**src/rtl/lir_pkg.sv**
```systemverilog
`default_nettype none
package lir_pkg;

  localparam int SAMPLE_BITS = 16;
  localparam int FRAC_BITS   = 16;
  localparam int PH_W        = FRAC_BITS + 5;

  localparam logic [PH_W-1:0] PH_ONE    = PH_W'(1) << FRAC_BITS;
  localparam logic [PH_W-1:0] RATIO_MIN = PH_W'(1) << (FRAC_BITS - 6);
  localparam logic [PH_W-1:0] RATIO_MAX = PH_W'(1) << (FRAC_BITS + 4);

  // request queue between front and back, power of two
  localparam int QDEPTH = 2;
  localparam int QAW    = (QDEPTH > 1) ? $clog2(QDEPTH) : 1;

  typedef enum logic [1:0] {
    KIND_LOAD_ZERO, // block start: clear phase, hold sample
    KIND_LOAD,      // first sample, nothing held yet
    KIND_RUN        // interpolate against held sample
  } lir_kind_t;

  typedef struct packed {
    lir_kind_t               kind;
    logic [SAMPLE_BITS-1:0]  sample;
  } lir_req_t;

  typedef struct packed {
    logic full;
    logic empty;
  } lir_qstat_t;

  typedef enum logic {
    ST_IDLE,
    ST_RUN
  } lir_state_t;

endpackage
`default_nettype wire

```
**src/rtl/linear_interp_resampler.sv**
```systemverilog
// Linear interpolation resampler.
// Input channel: in_valid / in_stall with in_sample_in (signed Q1.15) and
// in_block_start. A request is taken when in_valid is high and in_stall low.
// A block-start request clears the read phase and only stores the sample;
// the first request after reset only stores its sample.
// Other requests emit 0 to 64 results on out_valid / out_stall, each
// out_sample_out = held + floor((new - held) * phase), out_run_last marking
// the last result of that request.
// Config: cfg_wr_en with cfg_step_ratio (unsigned Q5.16), clamped to
// 1/64 .. 16.0, reset value 1.0. Write only while the block is idle.
// A taken request is written to the request queue; the back end pops it and,
// in its run state, writes each result to the output register. A request
// occupies the back end for its pop and its N results, the single multiplier
// emitting one result per cycle unless out_stall is high. A 2-deep request
// queue lets the front keep taking requests meanwhile. out_stall holds the
// output register; the back end waits and the queue fills, after which in_stall rises.
// Reset (rst_n low, synchronous) empties the queue, drops out_valid and
// clears phase and held sample.
`default_nettype none
module linear_interp_resampler import lir_pkg::*; (
  input  wire logic                   clk,
  input  wire logic                   rst_n,
  input  wire logic                   cfg_wr_en,
  input  wire logic [PH_W-1:0]        cfg_step_ratio,
  input  wire logic                   in_valid,
  output logic                        in_stall,
  input  wire logic [SAMPLE_BITS-1:0] in_sample_in,
  input  wire logic                   in_block_start,
  output logic                        out_valid,
  input  wire logic                   out_stall,
  output logic [SAMPLE_BITS-1:0]      out_sample_out,
  output logic                        out_run_last
);

  lir_qstat_t q_stat;
  lir_req_t   q_wdata;
  lir_req_t   q_rdata;
  logic       q_push;
  logic       q_pop;

  // front: takes requests, tags them by kind
  lir_front u_front (
    .clk            (clk),
    .rst_n          (rst_n),
    .in_valid       (in_valid),
    .in_stall       (in_stall),
    .in_sample_in   (in_sample_in),
    .in_block_start (in_block_start),
    .q_stat         (q_stat),
    .q_push         (q_push),
    .q_wdata        (q_wdata)
  );

  lir_fifo u_fifo (
    .clk   (clk),
    .rst_n (rst_n),
    .push  (q_push),
    .wdata (q_wdata),
    .pop   (q_pop),
    .rdata (q_rdata),
    .stat  (q_stat)
  );

  // back: phase stepping and interpolation, one result per cycle unless stalled
  lir_back u_back (
    .clk            (clk),
    .rst_n          (rst_n),
    .cfg_wr_en      (cfg_wr_en),
    .cfg_step_ratio (cfg_step_ratio),
    .q_stat         (q_stat),
    .q_rdata        (q_rdata),
    .q_pop          (q_pop),
    .out_valid      (out_valid),
    .out_stall      (out_stall),
    .out_sample_out (out_sample_out),
    .out_run_last   (out_run_last)
  );

endmodule
`default_nettype wire

```
**src/rtl/lir_front.sv**
```systemverilog
`default_nettype none
module lir_front import lir_pkg::*; (
  input  wire logic                   clk,
  input  wire logic                   rst_n,
  input  wire logic                   in_valid,
  output logic                        in_stall,
  input  wire logic [SAMPLE_BITS-1:0] in_sample_in,
  input  wire logic                   in_block_start,
  input  wire lir_qstat_t             q_stat,
  output logic                        q_push,
  output lir_req_t                    q_wdata
);

  logic have_r;
  logic have_nxt;

  assign in_stall = q_stat.full;
  assign q_push   = in_valid && !q_stat.full;

  always_comb begin
    q_wdata.sample = in_sample_in;
    if (in_block_start) begin
      q_wdata.kind = KIND_LOAD_ZERO;
    end else if (!have_r) begin
      q_wdata.kind = KIND_LOAD;
    end else begin
      q_wdata.kind = KIND_RUN;
    end
  end

  // any accepted request leaves a sample held
  assign have_nxt = have_r || q_push;

  always_ff @(posedge clk) begin
    if (!rst_n) begin
      have_r <= 1'b0;
    end else begin
      have_r <= have_nxt;
    end
  end

endmodule
`default_nettype wire

```
**src/rtl/lir_fifo.sv**
```systemverilog
`default_nettype none
module lir_fifo import lir_pkg::*; (
  input  wire logic     clk,
  input  wire logic     rst_n,
  input  wire logic     push,
  input  wire lir_req_t wdata,
  input  wire logic     pop,
  output lir_req_t      rdata,
  output lir_qstat_t    stat
);

  lir_req_t       mem_r [QDEPTH];
  logic [QAW-1:0] wr_ptr_r, wr_ptr_nxt;
  logic [QAW-1:0] rd_ptr_r, rd_ptr_nxt;
  logic [QAW:0]   cnt_r, cnt_nxt;
  logic           do_push, do_pop;

  assign stat.full  = (cnt_r == (QAW+1)'(QDEPTH));
  assign stat.empty = (cnt_r == '0);
  assign do_push    = push && !stat.full;
  assign do_pop     = pop && !stat.empty;
  assign rdata      = mem_r[rd_ptr_r];

  always_comb begin
    wr_ptr_nxt = do_push ? wr_ptr_r + 1'b1 : wr_ptr_r;
    rd_ptr_nxt = do_pop  ? rd_ptr_r + 1'b1 : rd_ptr_r;
    cnt_nxt    = cnt_r;
    if (do_push && !do_pop) begin
      cnt_nxt = cnt_r + 1'b1;
    end else if (do_pop && !do_push) begin
      cnt_nxt = cnt_r - 1'b1;
    end
  end

  always_ff @(posedge clk) begin
    if (do_push) begin
      mem_r[wr_ptr_r] <= wdata;
    end
  end

  always_ff @(posedge clk) begin
    if (!rst_n) begin
      wr_ptr_r <= '0;
      rd_ptr_r <= '0;
      cnt_r    <= '0;
    end else begin
      wr_ptr_r <= wr_ptr_nxt;
      rd_ptr_r <= rd_ptr_nxt;
      cnt_r    <= cnt_nxt;
    end
  end

endmodule
`default_nettype wire

```
**src/rtl/lir_back.sv**
```systemverilog
`default_nettype none
module lir_back import lir_pkg::*; (
  input  wire logic                   clk,
  input  wire logic                   rst_n,
  input  wire logic                   cfg_wr_en,
  input  wire logic [PH_W-1:0]        cfg_step_ratio,
  input  wire lir_qstat_t             q_stat,
  input  wire lir_req_t               q_rdata,
  output logic                        q_pop,
  output logic                        out_valid,
  input  wire logic                   out_stall,
  output logic [SAMPLE_BITS-1:0]      out_sample_out,
  output logic                        out_run_last
);

  lir_state_t state_r, state_nxt;

  logic [PH_W-1:0]        ratio_r, ratio_nxt;
  logic [PH_W-1:0]        phase_r, phase_nxt;
  logic [SAMPLE_BITS-1:0] held_r, held_nxt;
  logic [SAMPLE_BITS-1:0] cur_r, cur_nxt;
  logic                   out_valid_r, out_valid_nxt;
  logic [SAMPLE_BITS-1:0] out_sample_r, out_sample_nxt;
  logic                   out_last_r, out_last_nxt;

  logic                               can_emit;
  logic                               phase_lt_one;
  logic [PH_W-1:0]                    phase_sum;
  logic                               run_done;
  logic signed [SAMPLE_BITS:0]        diff;
  logic signed [SAMPLE_BITS+FRAC_BITS+1:0] prod;
  logic signed [SAMPLE_BITS+FRAC_BITS+1:0] prod_sh;
  logic [SAMPLE_BITS-1:0]             interp;

  assign out_valid      = out_valid_r;
  assign out_sample_out = out_sample_r;
  assign out_run_last   = out_last_r;

  assign can_emit     = !out_valid_r || !out_stall;
  assign phase_lt_one = (phase_r[PH_W-1:FRAC_BITS] == '0);
  assign q_pop        = (state_r == ST_IDLE) && !q_stat.empty;
  assign phase_sum    = phase_r + ratio_r;
  assign run_done     = (phase_sum >= PH_ONE);

  // held + floor(diff * frac / 1.0); only the low sample bits survive
  assign diff    = $signed({cur_r[SAMPLE_BITS-1], cur_r})
                 - $signed({held_r[SAMPLE_BITS-1], held_r});
  assign prod    = diff * $signed({1'b0, phase_r[FRAC_BITS-1:0]});
  assign prod_sh = prod >>> FRAC_BITS;
  assign interp  = held_r + prod_sh[SAMPLE_BITS-1:0];

  // clamp the written ratio to its legal range
  always_comb begin
    ratio_nxt = ratio_r;
    if (cfg_wr_en) begin
      if (cfg_step_ratio < RATIO_MIN) begin
        ratio_nxt = RATIO_MIN;
      end else if (cfg_step_ratio > RATIO_MAX) begin
        ratio_nxt = RATIO_MAX;
      end else begin
        ratio_nxt = cfg_step_ratio;
      end
    end
  end

  always_comb begin
    state_nxt = state_r;
    case (state_r)
      ST_IDLE: begin
        if (q_pop && q_rdata.kind == KIND_RUN && phase_lt_one) begin
          state_nxt = ST_RUN;
        end
      end
      ST_RUN: begin
        if (can_emit && run_done) begin
          state_nxt = ST_IDLE;
        end
      end
      default: state_nxt = ST_IDLE;
    endcase
  end

  always_comb begin
    phase_nxt      = phase_r;
    held_nxt       = held_r;
    cur_nxt        = cur_r;
    out_valid_nxt  = out_valid_r && out_stall;
    out_sample_nxt = out_sample_r;
    out_last_nxt   = out_last_r;
    case (state_r)
      ST_IDLE: begin
        if (q_pop) begin
          case (q_rdata.kind)
            KIND_LOAD_ZERO: begin
              phase_nxt = '0;
              held_nxt  = q_rdata.sample;
            end
            KIND_LOAD: begin
              held_nxt = q_rdata.sample;
            end
            KIND_RUN: begin
              if (phase_lt_one) begin
                cur_nxt = q_rdata.sample;
              end else begin
                // already past this input: skip it
                phase_nxt = phase_r - PH_ONE;
                held_nxt  = q_rdata.sample;
              end
            end
            default: ;
          endcase
        end
      end
      ST_RUN: begin
        if (can_emit) begin
          out_valid_nxt  = 1'b1;
          out_sample_nxt = interp;
          out_last_nxt   = run_done;
          if (run_done) begin
            phase_nxt = phase_sum - PH_ONE;
            held_nxt  = cur_r;
          end else begin
            phase_nxt = phase_sum;
          end
        end
      end
      default: ;
    endcase
  end

  always_ff @(posedge clk) begin
    if (!rst_n) begin
      state_r     <= ST_IDLE;
      ratio_r     <= PH_ONE;
      phase_r     <= '0;
      held_r      <= '0;
      out_valid_r <= 1'b0;
    end else begin
      state_r     <= state_nxt;
      ratio_r     <= ratio_nxt;
      phase_r     <= phase_nxt;
      held_r      <= held_nxt;
      out_valid_r <= out_valid_nxt;
    end
  end

  always_ff @(posedge clk) begin
    cur_r        <= cur_nxt;
    out_sample_r <= out_sample_nxt;
    out_last_r   <= out_last_nxt;
  end

endmodule
`default_nettype wire

```
**config.mk**
```make
export PLATFORM = sky130hd
export DESIGN_NAME = linear_interp_resampler
export DESIGN_NICKNAME = d
export VERILOG_FILES = /design/src/rtl/lir_pkg.sv /design/src/rtl/linear_interp_resampler.sv /design/src/rtl/lir_front.sv /design/src/rtl/lir_fifo.sv /design/src/rtl/lir_back.sv
export SDC_FILE = /design/constraint.sdc
export NUM_CORES = 1
export LEC_CHECK = 0
export ABC_AREA = 0
export ABC_CLOCK_PERIOD_IN_PS = 14060
export CORE_MARGIN = 10
export CORE_UTILIZATION = 60
export CTS_BUF_LIST = sky130_fd_sc_hd__clkbuf_4 sky130_fd_sc_hd__clkbuf_8
export DETAILED_ROUTE_END_ITERATION = 16
export DONT_BUFFER_PORTS = 1
export GPL_TIMING_DRIVEN = 0
export PLACE_DENSITY_LB_ADDON = 0.25
export SYNTH_ARGS = -nofsm -noshare
export SYNTH_HDL_FRONTEND = slang
export SYNTH_SLANG_ARGS = --single-unit
```
**constraint.sdc**
```tcl
create_clock -name clk -period 14.06 [get_ports clk]
set_input_delay 1.406 -clock clk [delete_from_list [all_inputs] [get_ports clk]]
set_output_delay 1.406 -clock clk [all_outputs]
set_load 0.005 [all_outputs]
```
# After elaboration in Yosys (flattened, before gate mapping)
# Memories as Yosys holds them, arrays and structs flattened. A register that Yosys moved wholly into a read port is not among the register bits.
# Index checks and enable logic that the tools add are counted.
# W data, S select, Z words.
# word_totals
ram_bits,36
register_bits,98
n_memories,1
input_bits,43
output_inout_bits,19
# classes
n_reduce_logical,27
n_eq_ne,9
bitwise,1
mul,1
n_addsub,9
n_mux,27
magnitude_cmp,3
# mem_list
memory,depth,width,rd,rd_ports_with_merged_regs,wr,line_no,rtl
u_fifo.mem_r,2,18,1,1,1,lir_fifo.sv:12,lir_req_t mem_r [QDEPTH];
# ops
operator,count
$mux W21,6
$pmux W21 S2,2
$mux W16,4
$pmux W16 S2,2
$sub A21 B17 Y21 const B,2
$mul A17 B17 Y32,1
$add A21 B21 Y21,1
$ge A21 B17 Y1 const B,1
$gt A21 B21 Y1 const B,1
$lt A21 B11 Y1 const B,1
$sub A16 B16 Y17,1
$add A16 B16 Y16,1
$logic_and A1 B1 Y1,10
$ne A3 B3 Y1 const B,3
$mux W1,8
$mux W2,4
$reduce_and A4 Y1,2
$logic_not A1 Y1,6
$logic_not A5 Y1,1
$reduce_and A5 Y1,1
$eq A2 B2 Y1 const B,2
$logic_not A2 Y1,2
$ne A2 B2 Y1 const B,2
$add A1 B1 Y1 const B,2
other kinds (10),11

# Longest topological paths before layout
# logic_depth
word_depth,8
mapped_depth,43
depth_no_buf,42

# Hierarchy
# From an unflattened synthesis, not the netlist that was laid out.
# hier_totals
cells_unflattened,1976
hier_area_um2,18139.9
# modules_own_cells
module,cells_per_inst,instances,seq_area_each_um2,area_each_um2
lir_back,1873,1,2192.1,16430.8
lir_fifo,81,1,1181.1,1530.2
lir_front,22,1,20.0,178.9

# Least setup slack after synthesis
# Ideal clock, no wire load.
# synth_path
path_type,register to register
from,reg u_back.cur_r[0]
to,reg u_back.out_sample_r[15] (netlist: u_back.out_sample_out[15]) (data pin)
setup_ps,258
t_arrival_ps,9516
slack_ps,4286
synth_period_minus_slack_ps,9774
path_buffers,1
required_ps,13802
path_stages_with_launch,42
path_cell_list,edfxtp_1 inv_1 ha_1 fa_1 nor2b_1 o31a_1 o211ai_1 a21boi_1 a311oi_1 a21oi_1 a21o_1 a21oi_1 xnor2_1 clkbuf_1 nand2_1 fa_1 fa_1 fa_1 [... 6 more ...] ha_1 a21o_1 a21o_1 a2111oi_0 o21a_1 nand3b_1 a31oi_1 nor2b_1 o21a_1 o21a_1 o31a_1 ha_1 inv_1 o21bai_1 a31o_2 a21oi_1 xnor3_1 xnor2_1
# synth_via
elab_chain_len,3
# synth_lines
element,line_no,rtl
start: declaration,lir_back.sv:21,"logic [SAMPLE_BITS-1:0] cur_r, cur_nxt;"
start signal: assignment,lir_back.sv:148,cur_r <= cur_nxt;
$sub A16 B16 Y17,lir_back.sv:47,"- $signed({held_r[SAMPLE_BITS-1], held_r});"
$mul A17 B17 Y32,lir_back.sv:48,"assign prod = diff * $signed({1'b0, phase_r[FRAC_BITS-1:0]});"
$add A16 B16 Y16,lir_back.sv:50,assign interp = held_r + prod_sh[SAMPLE_BITS-1:0];
net u_back.interp[15],lir_back.sv:33,logic [SAMPLE_BITS-1:0] interp;
end signal: assignment,lir_back.sv:149,out_sample_r <= out_sample_nxt;
end: declaration,lir_back.sv:23,"logic [SAMPLE_BITS-1:0] out_sample_r, out_sample_nxt;"
# The timed path passes the listed nets, and every way through them passes these cells.
# A chain may end at the register's enable or synchronous reset.

# Worst setup path after layout
# layout_path
from,reg u_back.held_r[1]
to,reg u_back.out_sample_r[15] (netlist: u_back.out_sample_out[15]) (data pin)
# layout_via
elab_chain_len,3
# layout_lines
element,line_no,rtl
start: declaration,lir_back.sv:20,"logic [SAMPLE_BITS-1:0] held_r, held_nxt;"
start signal: assignment,lir_back.sv:142,held_r <= held_nxt;
$sub A16 B16 Y17,lir_back.sv:47,
$mul A17 B17 Y32,lir_back.sv:48,
$add A16 B16 Y16 (*),lir_back.sv:50,
net u_back.interp[15],lir_back.sv:33,
# The timed path passes the listed nets; every way through them passes the cells marked *.

==> impl_metrics.yaml <==
setup_path:
  timing_worst_setup_path_type: "reg -> reg"
  worst_setup_path_start_kind: "flip-flop"
  worstRegToRegCells: 40
  end_kind: "flip-flop"
  required_ps: 14340
  cp.arrival_ps: 11670
  cp_common_cell: "fa_1"
  worst_path_max_delay_cell: "o31ai_1"
  cp_max_fo: 10
  r2r_slack_ps: 2670
  cp_slowest_stage_delay_ps: 610
route:
  wl_met3_mm: 2.65
  highest_layer: "met4"
  firstDrtPassIters: 5
  avgRoutedWirePerCell_um: 18.4
  viasPerCell: 5.65
  postRouteAntennaNets: 0
  wl_met2_mm: 20.5
  drt_iter0_markers: 863
  drt-total-wl_mm: 42.0
  drc: 0
  wl_met1_mm: 17.7
  vias: 12900
synthesis:
  synth_top_cell_by_area: "fa_1"
  synth_edf_count: 69
  async_flop_share_pct: 0
  synth_top_cell_area_share_pct: 30.3
  synth.distinct_cells: 76
  yosysWarnings: 0
  synth_area_leaders: "fa_1 30%, edfxtp_1 12%, ha_1 9.8%"
  synth_area_um2: 17700
  synth_seq_cells: 135
  syn_avg_cell_area_um2: 9.48
  syn_inst: 1866
  seq_area_frac_synth_pct: 19.2
  synthFlopType: "edfxtp_1"
  synth_nets: 2316
power:
  p_leak_nw: 8.96
  pwr_density_cell_nw_per_um2: 98.9
  peakVddDrop_mv: 0.101
placement:
  hpwl_mm: 34.7
  placed_area_um2: 18200
  post-place-ws_ps: 2850
  placed_cells: 2251
  io_buffers: 0
  gp_congestion: 0.969
timing:
  slew_headroom_pct: 29.4
  slew_viol_final: 0
  finalHoldViolations: 0
  rsz0062_at_grt: "no"
  fin_ws_ps: 2670
  tns_ps: 0
  post-route-period-util_pct: 81.0
  finClkSkew_ps: 27.1
  hold_slack_ps: 494
  tightestPinTransition_ps: 1050
  maxClockFrequency_mhz: 87.8
  fin_crit_ps: 11390
  finalSetupViolations: 0
hold_path:
  min_path_type: "reg -> reg"
  min_path_cells: 2
die:
  die_area_um2: 36700
  rows: 62
  die_h_um: 192
  fp.dieW_um: 192
  io_pins: 62
  floorplan.core_area_um2: 28900
  start_util_pct: 61.3
clock_network:
  cts_tree: "built"
  cts_made_buffers: 17
  ctsHoldBuffers: 0
  clock_path_buffers: 2
  insertion_delay_ps: 480
  cts.sinks: 135
  cts_root_buf: "clkbuf_8"
  path_clk_slew_ps: 100
  htreeDepth: 4
  cts_resized: 0
  postCtsSetupBuffers: 0
global_route:
  grt_pass1_vias: 13800
  grt_max_degree: 27
  grt_pass1_wl_mm: 70.0
  grt_overflow: 0
  grt_use_total_pct: 23.9
  antenna_found_initial: 1
finish:
  design_area_um2: 18600
  layout-drive-gt1-share_pct: 3.95
  instances_no_fill: 2284
  num-nets-final: 2336
  area_growth_syn_to_layout_pct: 5.35
  nFillCells: 2465
run:
  cap_violations: 0
status:
  outcome: "complete, no violations"
-- area by class of cell --
cell class / count / area [um^2] / share of cell area (%)
clock inverter: 15 / 208 / 1.11
multi-input combinational: 1298 / 12600 / 67.9
buffer: 73 / 299 / 1.61
inverter: 360 / 1350 / 7.25
sequential: 135 / 3390 / 18.2
timing repair buffer: 1 / 15.0 / 0.0806
tap: 384 / 480 / 2.58
antenna: 1 / 2.50 / 0.0134
clock buffer: 17 / 234 / 1.26
-- metrics by stage --
stage | power, mW | utilization (%)
after global placement | 1.43 | 62.9
after floorplan | 1.14 | -
final | 1.84 | 64.6
after global routing | 1.94 | 64.6
after detailed placement | 1.45 | 63.0
after CTS | 1.83 | 64.5
-- synth_stat cells, drive strengths merged, types with 9 or more instances --
master,number
mux2,16
a31oi,9
and2,111
fa,268
nor2,46
nand2b,31
o21a,21
xnor2,46
o21bai,9
o21ai,34
clkbuf,71
mux2i,21
o211ai,27
nand2,192
nand3,14
edfxtp,69
nand4,9
a21oi,65
nor2b,83
dfxtp,66
a21o,18
xor2,21
inv,360
nor3,17
ha,139
-- metal layers --
metal	GRT usage (%)	vias up
met3	4.50	66
met2	40.5	400
met5	0	-
met4	6.73	0
li1	-	5961
met1	30.8	6482
-- worst paths after layout --
| path | start | end |
|---|---|---|
| setup / recovery | u_back.held_r[1] | u_back.out_sample_out[15] |
| hold / removal | u_back.held_r[8] | u_back.held_r[8] |
| setup reg to reg | u_back.held_r[1] | u_back.out_sample_out[15] |
| hold reg to reg | u_back.held_r[8] | u_back.held_r[8] |
-- layout by cell type (no fill, tap or decap), types with 14 or more instances in the layout --
cell type / n
nor2_1: 45
o21a_1: 21
xnor2_1: 46
nand2b_1: 31
and2_1: 111
clkbuf_8: 17
fa_1: 268
o21ai_0: 30
dfxtp_1: 66
edfxtp_1: 69
nor3_1: 17
nand2_1: 191
nor2b_1: 82
a21o_1: 18
o211ai_1: 26
ha_1: 139
xor2_1: 21
clkbuf_1: 70
mux2_2: 16
nand3_1: 14
inv_1: 360
a21oi_1: 62
mux2i_1: 21
-- critical path: cells and delay by family, from the launching register on --
kind,cells,cell delay [ps]
DFF,1,450
and+or+nand+nor,6,760
buffers and inverters,5,700
adders and majority gates,9,3910
xor gates and xnor gates,3,1030
AOI/OAI and AO/OA,17,4310
-- registers in the layout, summed over array words and instances (netlist names), 2 cells and up, named ones only --
signal / count
u_back.ratio_r: 21
u_back.held_r: 16
u_back.phase_r: 21
u_fifo.mem_r: 36
u_back.cur_r: 16
u_back.out_sample_out: 16
u_fifo.cnt_r: 2
-- cell families (layout without fill, tap and decap cells) --
family | count (synthesis) | count (layout) | synth area share, %
simple gates | 533 | 533 | 15.4
buf+inv | 433 | 466 | 9.33
fa+ha+maj | 407 | 407 | 40.2
compound gates | 253 | 253 | 10.2
flops | 135 | 135 | 19.2
xor+xnor | 68 | 68 | 3.45
mux | 37 | 37 | 2.21
other cells | 0 | 1 | 0
-- report_power, final --
group          internal (mW)  switching (mW)  leakage, nW
combinational          0.277           0.659         7.55
clock                  0.184           0.192        0.225
sequential             0.486          0.0434         1.18
(Power assumes the default switching activity.)
